--- config.mk ---
export PLATFORM = sky130hd
export DESIGN_NAME = int32_to_float32_convert_core
export DESIGN_NICKNAME = d
export VERILOG_FILES = /design/src/sv/i2f_pkg.sv /design/src/sv/int32_to_float32_convert_core.sv /design/src/sv/i2f_front.sv /design/src/sv/i2f_queue.sv /design/src/sv/i2f_back.sv
export SDC_FILE = /design/constraint.sdc
export NUM_CORES = 1
export LEC_CHECK = 0
export ABC_AREA = 1
export BUFFER_PORTS_ARGS = -buffer_cell sky130_fd_sc_hd__buf_2
export CAP_MARGIN = 20
export CORE_MARGIN = 1
export CORE_UTILIZATION = 55
export CTS_CLUSTER_DIAMETER = 30
export DETAILED_ROUTE_END_ITERATION = 10
export PLACE_DENSITY = 0.74
export SKIP_CTS_REPAIR_TIMING = 1
export SLEW_MARGIN = 20
export SYNTH_ARGS = -nofsm -noshare
export SYNTH_HDL_FRONTEND = slang
export SYNTH_SLANG_ARGS = --single-unit
--- constraint.sdc ---
create_clock -name clk -period 8.6 [get_ports clk]
set_clock_uncertainty 0.1 [all_clocks]
set_input_delay 1.72 -clock clk [delete_from_list [all_inputs] [get_ports clk]]
set_output_delay 1.72 -clock clk [all_outputs]
set_load 0.02 [all_outputs]
--- src/sv/i2f_pkg.sv ---
package i2f_pkg;

	localparam int unsigned INT_W     = 32;
	localparam int unsigned FRAC_BITS = 23;
	localparam int unsigned DROP_BITS = INT_W - (FRAC_BITS + 1);
	localparam int unsigned LZ_W      = 5;

	localparam logic [7:0] EXP_BASE = 8'd158;

	// One classified item as it travels from the front to the back.
	typedef struct packed {
		logic              sign;
		logic              zero;
		logic [INT_W-1:0]  mag;
		logic [LZ_W-1:0]   lz;
	} front_item_t;

endpackage

--- src/sv/int32_to_float32_convert_core.sv ---
// Converts a signed 32-bit integer to the bit pattern of the equal IEEE 754
// single-precision value, rounding to nearest with ties to even. One item is
// accepted per clock cycle while the output is not stalled. An item that finds
// the block empty passes the front register, a queue entry and the output
// register, in that order, before its result is on the outputs. The front
// stage takes the sign, magnitude and leading-zero count combinationally, and
// the back stage does the normalizing shift and the rounding add, also
// combinationally. A queue of QUEUE_DEPTH items between them lets the front
// keep taking items while the output is stalled, until the queue is full.
module int32_to_float32_convert_core #(
	parameter int unsigned QUEUE_DEPTH = 2
) (
	input  logic               clk,
	input  logic               arst_n,
	input  logic               in_valid,
	output logic               in_ready,
	input  logic signed [31:0] int_value,
	output logic               out_valid,
	input  logic               out_ready,
	output logic [31:0]        float_bits
);

	logic                  f_valid;
	logic                  f_ready;
	i2f_pkg::front_item_t  f_item;
	logic                  b_valid;
	logic                  b_ready;
	i2f_pkg::front_item_t  b_item;

	i2f_front u_front (
		.clk        (clk),
		.arst_n     (arst_n),
		.in_valid   (in_valid),
		.in_ready   (in_ready),
		.int_value  (int_value),
		.item_valid (f_valid),
		.item_ready (f_ready),
		.item       (f_item)
	);

	i2f_queue #(
		.DEPTH (QUEUE_DEPTH)
	) u_queue (
		.clk        (clk),
		.arst_n     (arst_n),
		.push_valid (f_valid),
		.push_ready (f_ready),
		.push_item  (f_item),
		.pop_valid  (b_valid),
		.pop_ready  (b_ready),
		.pop_item   (b_item)
	);

	i2f_back u_back (
		.clk        (clk),
		.arst_n     (arst_n),
		.item_valid (b_valid),
		.item_ready (b_ready),
		.item       (b_item),
		.out_valid  (out_valid),
		.out_ready  (out_ready),
		.float_bits (float_bits)
	);

endmodule

--- src/sv/i2f_front.sv ---
module i2f_front (
	input  logic                     clk,
	input  logic                     arst_n,
	input  logic                     in_valid,
	output logic                     in_ready,
	input  logic signed [31:0]       int_value,
	output logic                     item_valid,
	input  logic                     item_ready,
	output i2f_pkg::front_item_t     item
);

	function automatic logic [i2f_pkg::LZ_W-1:0] count_lz(input logic [31:0] v);
		logic [31:0]                 x;
		logic [i2f_pkg::LZ_W-1:0]    n;
		x = v;
		n = '0;
		if (x[31:16] == 16'd0) begin
			n[4] = 1'b1;
			x    = {x[15:0], 16'd0};
		end
		if (x[31:24] == 8'd0) begin
			n[3] = 1'b1;
			x    = {x[23:0], 8'd0};
		end
		if (x[31:28] == 4'd0) begin
			n[2] = 1'b1;
			x    = {x[27:0], 4'd0};
		end
		if (x[31:30] == 2'd0) begin
			n[1] = 1'b1;
			x    = {x[29:0], 2'd0};
		end
		if (x[31] == 1'b0) begin
			n[0] = 1'b1;
		end
		return n;
	endfunction

	logic                  valid_s1;
	i2f_pkg::front_item_t  item_s1;
	i2f_pkg::front_item_t  item_d;
	logic [31:0]           raw;

	assign raw = int_value;

	always_comb begin
		item_d.sign = raw[31];
		item_d.zero = (raw == 32'd0);
		item_d.mag  = raw[31] ? (32'd0 - raw) : raw;
		item_d.lz   = count_lz(item_d.mag);
	end

	assign in_ready   = !valid_s1 || item_ready;
	assign item_valid = valid_s1;
	assign item       = item_s1;

	always_ff @(posedge clk or negedge arst_n) begin
		if (!arst_n) begin
			valid_s1 <= 1'b0;
		end else if (in_ready) begin
			valid_s1 <= in_valid;
		end
	end

	always_ff @(posedge clk) begin
		if (in_valid && in_ready) begin
			item_s1 <= item_d;
		end
	end

endmodule

--- src/sv/i2f_queue.sv ---
module i2f_queue #(
	parameter int unsigned DEPTH = 2
) (
	input  logic                  clk,
	input  logic                  arst_n,
	input  logic                  push_valid,
	output logic                  push_ready,
	input  i2f_pkg::front_item_t  push_item,
	output logic                  pop_valid,
	input  logic                  pop_ready,
	output i2f_pkg::front_item_t  pop_item
);

	localparam int unsigned PTR_W = (DEPTH > 1) ? $clog2(DEPTH) : 1;
	localparam int unsigned CNT_W = $clog2(DEPTH + 1);

	i2f_pkg::front_item_t  entry_q [DEPTH];
	logic [PTR_W-1:0]      wr_ptr_q;
	logic [PTR_W-1:0]      rd_ptr_q;
	logic [CNT_W-1:0]      count_q;
	logic                  push;
	logic                  pop;

	assign push_ready = (count_q != CNT_W'(DEPTH));
	assign pop_valid  = (count_q != '0);
	assign pop_item   = entry_q[rd_ptr_q];
	assign push       = push_valid && push_ready;
	assign pop        = pop_valid && pop_ready;

	always_ff @(posedge clk or negedge arst_n) begin
		if (!arst_n) begin
			wr_ptr_q <= '0;
			rd_ptr_q <= '0;
			count_q  <= '0;
		end else begin
			if (push) begin
				wr_ptr_q <= (wr_ptr_q == PTR_W'(DEPTH - 1)) ? '0 : wr_ptr_q + 1'b1;
			end
			if (pop) begin
				rd_ptr_q <= (rd_ptr_q == PTR_W'(DEPTH - 1)) ? '0 : rd_ptr_q + 1'b1;
			end
			if (push && !pop) begin
				count_q <= count_q + 1'b1;
			end else if (pop && !push) begin
				count_q <= count_q - 1'b1;
			end
		end
	end

	always_ff @(posedge clk) begin
		if (push) begin
			entry_q[wr_ptr_q] <= push_item;
		end
	end

	a_count_bound: assert property (@(posedge clk) disable iff (!arst_n)
		count_q <= CNT_W'(DEPTH))
		else $error("queue count exceeds depth");

	a_count_track: assert property (@(posedge clk) disable iff (!arst_n)
		(push && !pop) |=> (count_q == $past(count_q) + 1'b1))
		else $error("queue count did not follow a push");

	a_empty_ptrs: assert property (@(posedge clk) disable iff (!arst_n)
		(count_q == '0) |-> (wr_ptr_q == rd_ptr_q))
		else $error("empty queue with unequal pointers");

endmodule

--- src/sv/i2f_back.sv ---
module i2f_back (
	input  logic                  clk,
	input  logic                  arst_n,
	input  logic                  item_valid,
	output logic                  item_ready,
	input  i2f_pkg::front_item_t  item,
	output logic                  out_valid,
	input  logic                  out_ready,
	output logic [31:0]           float_bits
);

	logic                                 valid_s3;
	logic [31:0]                          float_bits_s3;
	logic [31:0]                          norm;
	logic [i2f_pkg::FRAC_BITS:0]          kept;
	logic [i2f_pkg::DROP_BITS-1:0]        low;
	logic                                 round_up;
	logic [7:0]                           exp_m1;
	logic [30:0]                          body;
	logic [31:0]                          result;
	logic                                 take;

	assign norm     = item.mag << item.lz;
	assign kept     = norm[31:i2f_pkg::DROP_BITS];
	assign low      = norm[i2f_pkg::DROP_BITS-1:0];
	assign round_up = low[i2f_pkg::DROP_BITS-1]
		&& ((low[i2f_pkg::DROP_BITS-2:0] != '0) || kept[0]);
	assign exp_m1   = (i2f_pkg::EXP_BASE - 8'd1) - {3'd0, item.lz};
	assign body     = {exp_m1, {i2f_pkg::FRAC_BITS{1'b0}}}
		+ {7'd0, kept} + {30'd0, round_up};
	assign result   = item.zero ? 32'd0 : {item.sign, body};

	assign item_ready = !valid_s3 || out_ready;
	assign take       = item_valid && item_ready;
	assign out_valid  = valid_s3;
	assign float_bits = float_bits_s3;

	always_ff @(posedge clk or negedge arst_n) begin
		if (!arst_n) begin
			valid_s3 <= 1'b0;
		end else if (item_ready) begin
			valid_s3 <= item_valid;
		end
	end

	always_ff @(posedge clk) begin
		if (take) begin
			float_bits_s3 <= result;
		end
	end

	a_zero_result: assert property (@(posedge clk) disable iff (!arst_n)
		(take && item.zero) |=> (float_bits == 32'd0))
		else $error("zero item did not give zero bits");

	a_exp_range: assert property (@(posedge clk) disable iff (!arst_n)
		(take && !item.zero) |=> (float_bits[30:23] <= i2f_pkg::EXP_BASE
			&& float_bits[30:23] != 8'd0))
		else $error("exponent out of range");

	a_sign_kept: assert property (@(posedge clk) disable iff (!arst_n)
		(take && !item.zero) |=> (float_bits[31] == $past(item.sign)))
		else $error("sign bit lost");

endmodule
==> results.yml <==
run_status:
  status: "finished clean"
synth:
  synth_area_um2: 9389
  async_reset_ff_share_pct: 3.871
  yosys.area.top_type: "edfxtp_1"
  muxShareOfSynthArea_pct: 0.5597
  synth_edf_count: 149
  synthTopCellsByArea: "edfxtp_1 48%, nand2_1 16%, inv_1 4.5%"
  synthAdderAreaFrac_pct: 0.7996
  synth_compound_area_share_pct: 11.15
  yosys_warnings: 0
  ys_ff_latch: 155
  synthesis.nets: 1216
  yosys_most_used_dff: "edfxtp_1"
  synth_xor_area_share_pct: 1.772
  synth_top_family_by_area: "simple AND/OR/NAND/NOR gates"
  yosysSeqAreaShare_pct: 49.25
  synth.avg_cell_area_um2: 7.997
  syn_inst: 1174
  yosysUniqueCellTypes: 47
  yosysTopAreaCellShare_pct: 47.65
  synth_simple_gate_area_share_pct: 29.05
timing:
  fin_crit_sh_pct: 55.43
  grt_setup_unrepaired: "false"
  min_period_ps: 4767
  final_hold_viol_count: 0
  relSlewSlack_pct: 41.40
  setup_tns_ps: 0
  setup_violations: 0
  tightest_slew_ps: 878.0
  slew_viol_final: 0
  fmax_ghz: 0.2098
routing:
  routed_via_density: 5.354
  first_pass_iters: 5
  drtIter0Drc: 668
  vias: 7827
  drc: 0
  ant_nets: 0
  routedWlPerCell_um: 15.13
  wl_mm: 22.13
final_layout:
  diodes: 0
  layout_commonest_cell: "nand2_1"
  multi_input_area_um2: 4095
  instances_no_fill: 1462
  fillers: 1471
  area.growth.synth_to_final_pct: 11.41
  seqCellArea_um2: 4624
  fin_nets: 1272
  drive_gt1_share_pct: 13.12
  mostFrequentLayoutCells: "400 x nand2_1, 149 x edfxtp_1, 113 x inv_1"
  finalInstanceArea_um2: 10460
  utilization_pct: 62.85
critical_path:
  ff2ff_path_depth: 17
  reg2reg_slack_ps: 3830
  startpoint: "u_queue.rd_ptr_q"
  critPathTopFamily: "buffers and inverters"
  crit_slowest_cell: "buf_4"
  worst_ep_required_time_ps: 8650
  cp.arrival_ps: 4820
  slowest_delay_ps: 510
  r2r_end: "u_back.float_bits[20]"
  cp_max_fo: 54
  path_cells: "buf_4 > inv_2 > or2_1 > o21ai_2 > buf_4 > inv_1 > o21ai_2 > nand3_2 > inv_1 > ha_1 > nand4_1 > inv_1 > nand3_1 > nor2_2 > nand3_1 > nor3_1 > nor3b_2"
  worstSetupStartpointType: "register"
  criticalPathCategory: "register to register"
  end_kind: "register"
  crit_buf_inv: 6
  worstReg2RegStart: "u_queue.rd_ptr_q"
  crit_path_frequent_cell: "inv_1"
die:
  die_height_um: 132.7
  num_io_pins: 70
  dieArea_um2: 17600
  start_util_pct: 56.42
  die_x_um: 132.7
  row_count: 47
  core-area_um2: 16640
global_route:
  grt_pass1_vias: 7286
  grt_start_max_net_pins: 55
  track_usage_pct: 26.03
  grt-ovfl-total: 0
  antenna_found_initial: 0
  grt_first_pass_wirelength_mm: 35.60
clocking:
  max-clock-path-buffers: 2
  cts_root_buffer: "clkbuf_16"
  clk_latency_ps: 430
  cts_sinks: 155
  cts_tree: "yes"
  cts_max_level: 4
  cts_buffers: 17
  cts.clk_slew.worst_paths_ps: 70
flow_run:
  maxCapViolations: 0
placed_design:
  place_congestion: 0.9310
  dp_hpwl_mm: 16.43
  io_buffer_count: 69
  placed_cells: 1430
  place_area_um2: 9869
power:
  p_leak_nw: 4.501
  ir_worst_vdd_uv: 242.6
  powerDensity_nw_per_um2: 412.2
  finalPower_mw: 4.311
worst_hold_path:
  hold_path_end: "u_queue.entry_q[0][19]"
  min_from: "u_front.item[19]"
  worstHoldPathCells: 0
  min_path_type: "register to register"
[power breakdown]
| part | internal, mW | total [mW] | switching [mW] |
|---|---|---|---|
| logic | 0.680 | 2.36 | 1.68 |
| registers | 1.17 | 1.24 | 0.0652 |
| clock network | 0.402 | 0.713 | 0.310 |
| total | 2.26 | 4.31 | 2.05 |
[how the worst max path moves through the flow]
stage	cells past startpoint	end
global route	17	u_back.float_bits[20]
CTS	17	u_back.float_bits[20]
global placement	22	u_front.item[0]
detailed placement	22	u_front.item[0]
finish	17	u_back.float_bits[20]
floorplan	7	u_queue.count_q[1]
[worst reg2reg max path, stage by stage, from the launching register on]
cell and delay (ps):
dfrtp_1 330, buf_4 510, inv_2 450, or2_1 350, o21ai_2 60, buf_4 310
inv_1 470, o21ai_2 350, nand3_2 130, inv_1 100, ha_1 180, nand4_1 120
inv_1 150, nand3_1 170, nor2_2 240, nand3_1 190, nor3_1 220, nor3b_2 70
[registers in the layout, summed over array words and instances (netlist names)]
name	count
u_queue.count_q	2
u_back.out_valid	1
u_queue.rd_ptr_q	1
u_front.item	39
u_back.float_bits	32
u_front.item_valid	1
u_queue.wr_ptr_q	1
u_queue.entry_q	78
[metrics by stage]
step	setup slack [ps]	hold slack, ps
floorplan	4046	321.5
global placement	3811	321.9
detailed placement	3679	330.6
CTS	3868	337.3
global route	3454	346.2
finish	3833	336.3
[cells by family after synthesis]
family | Yosys count
buffers and inverters | 164
muxes | 4
and+or+nand+nor | 639
DFF | 155
AOI/OAI and AO/OA | 187
adders and majority gates | 6
xor gates and xnor gates | 19
[final cells by class]
class,count,share of cell area (%)
sequential,155,44.21
clock buffer,17,4.067
timing repair buffer,80,4.282
inverter,121,4.342
multi-input combinational,855,39.15
tap,220,2.632
clock inverter,14,1.316
[cells in the mapped netlist (all sizes together) (10+ instances only)]
library cell and count:
a21oi 25, or2 11, o21ai 140, edfxtp 149, xor2 10, nor3 13
nor2 110, inv 121, nand3b 10, nand4 14, nand2 402, nand3 74
buf 35
[per-layer routing]
layer,GRT usage [%],vias to the layer above,part of all wire [%]
met4,9.004,0,2.2
met5,0,-,0
met2,45.99,245,50
met1,32.35,3553,43
met3,4.138,32,4.5
li1,-,3997,-
Note: power is estimated with default switching activity, not from simulation.
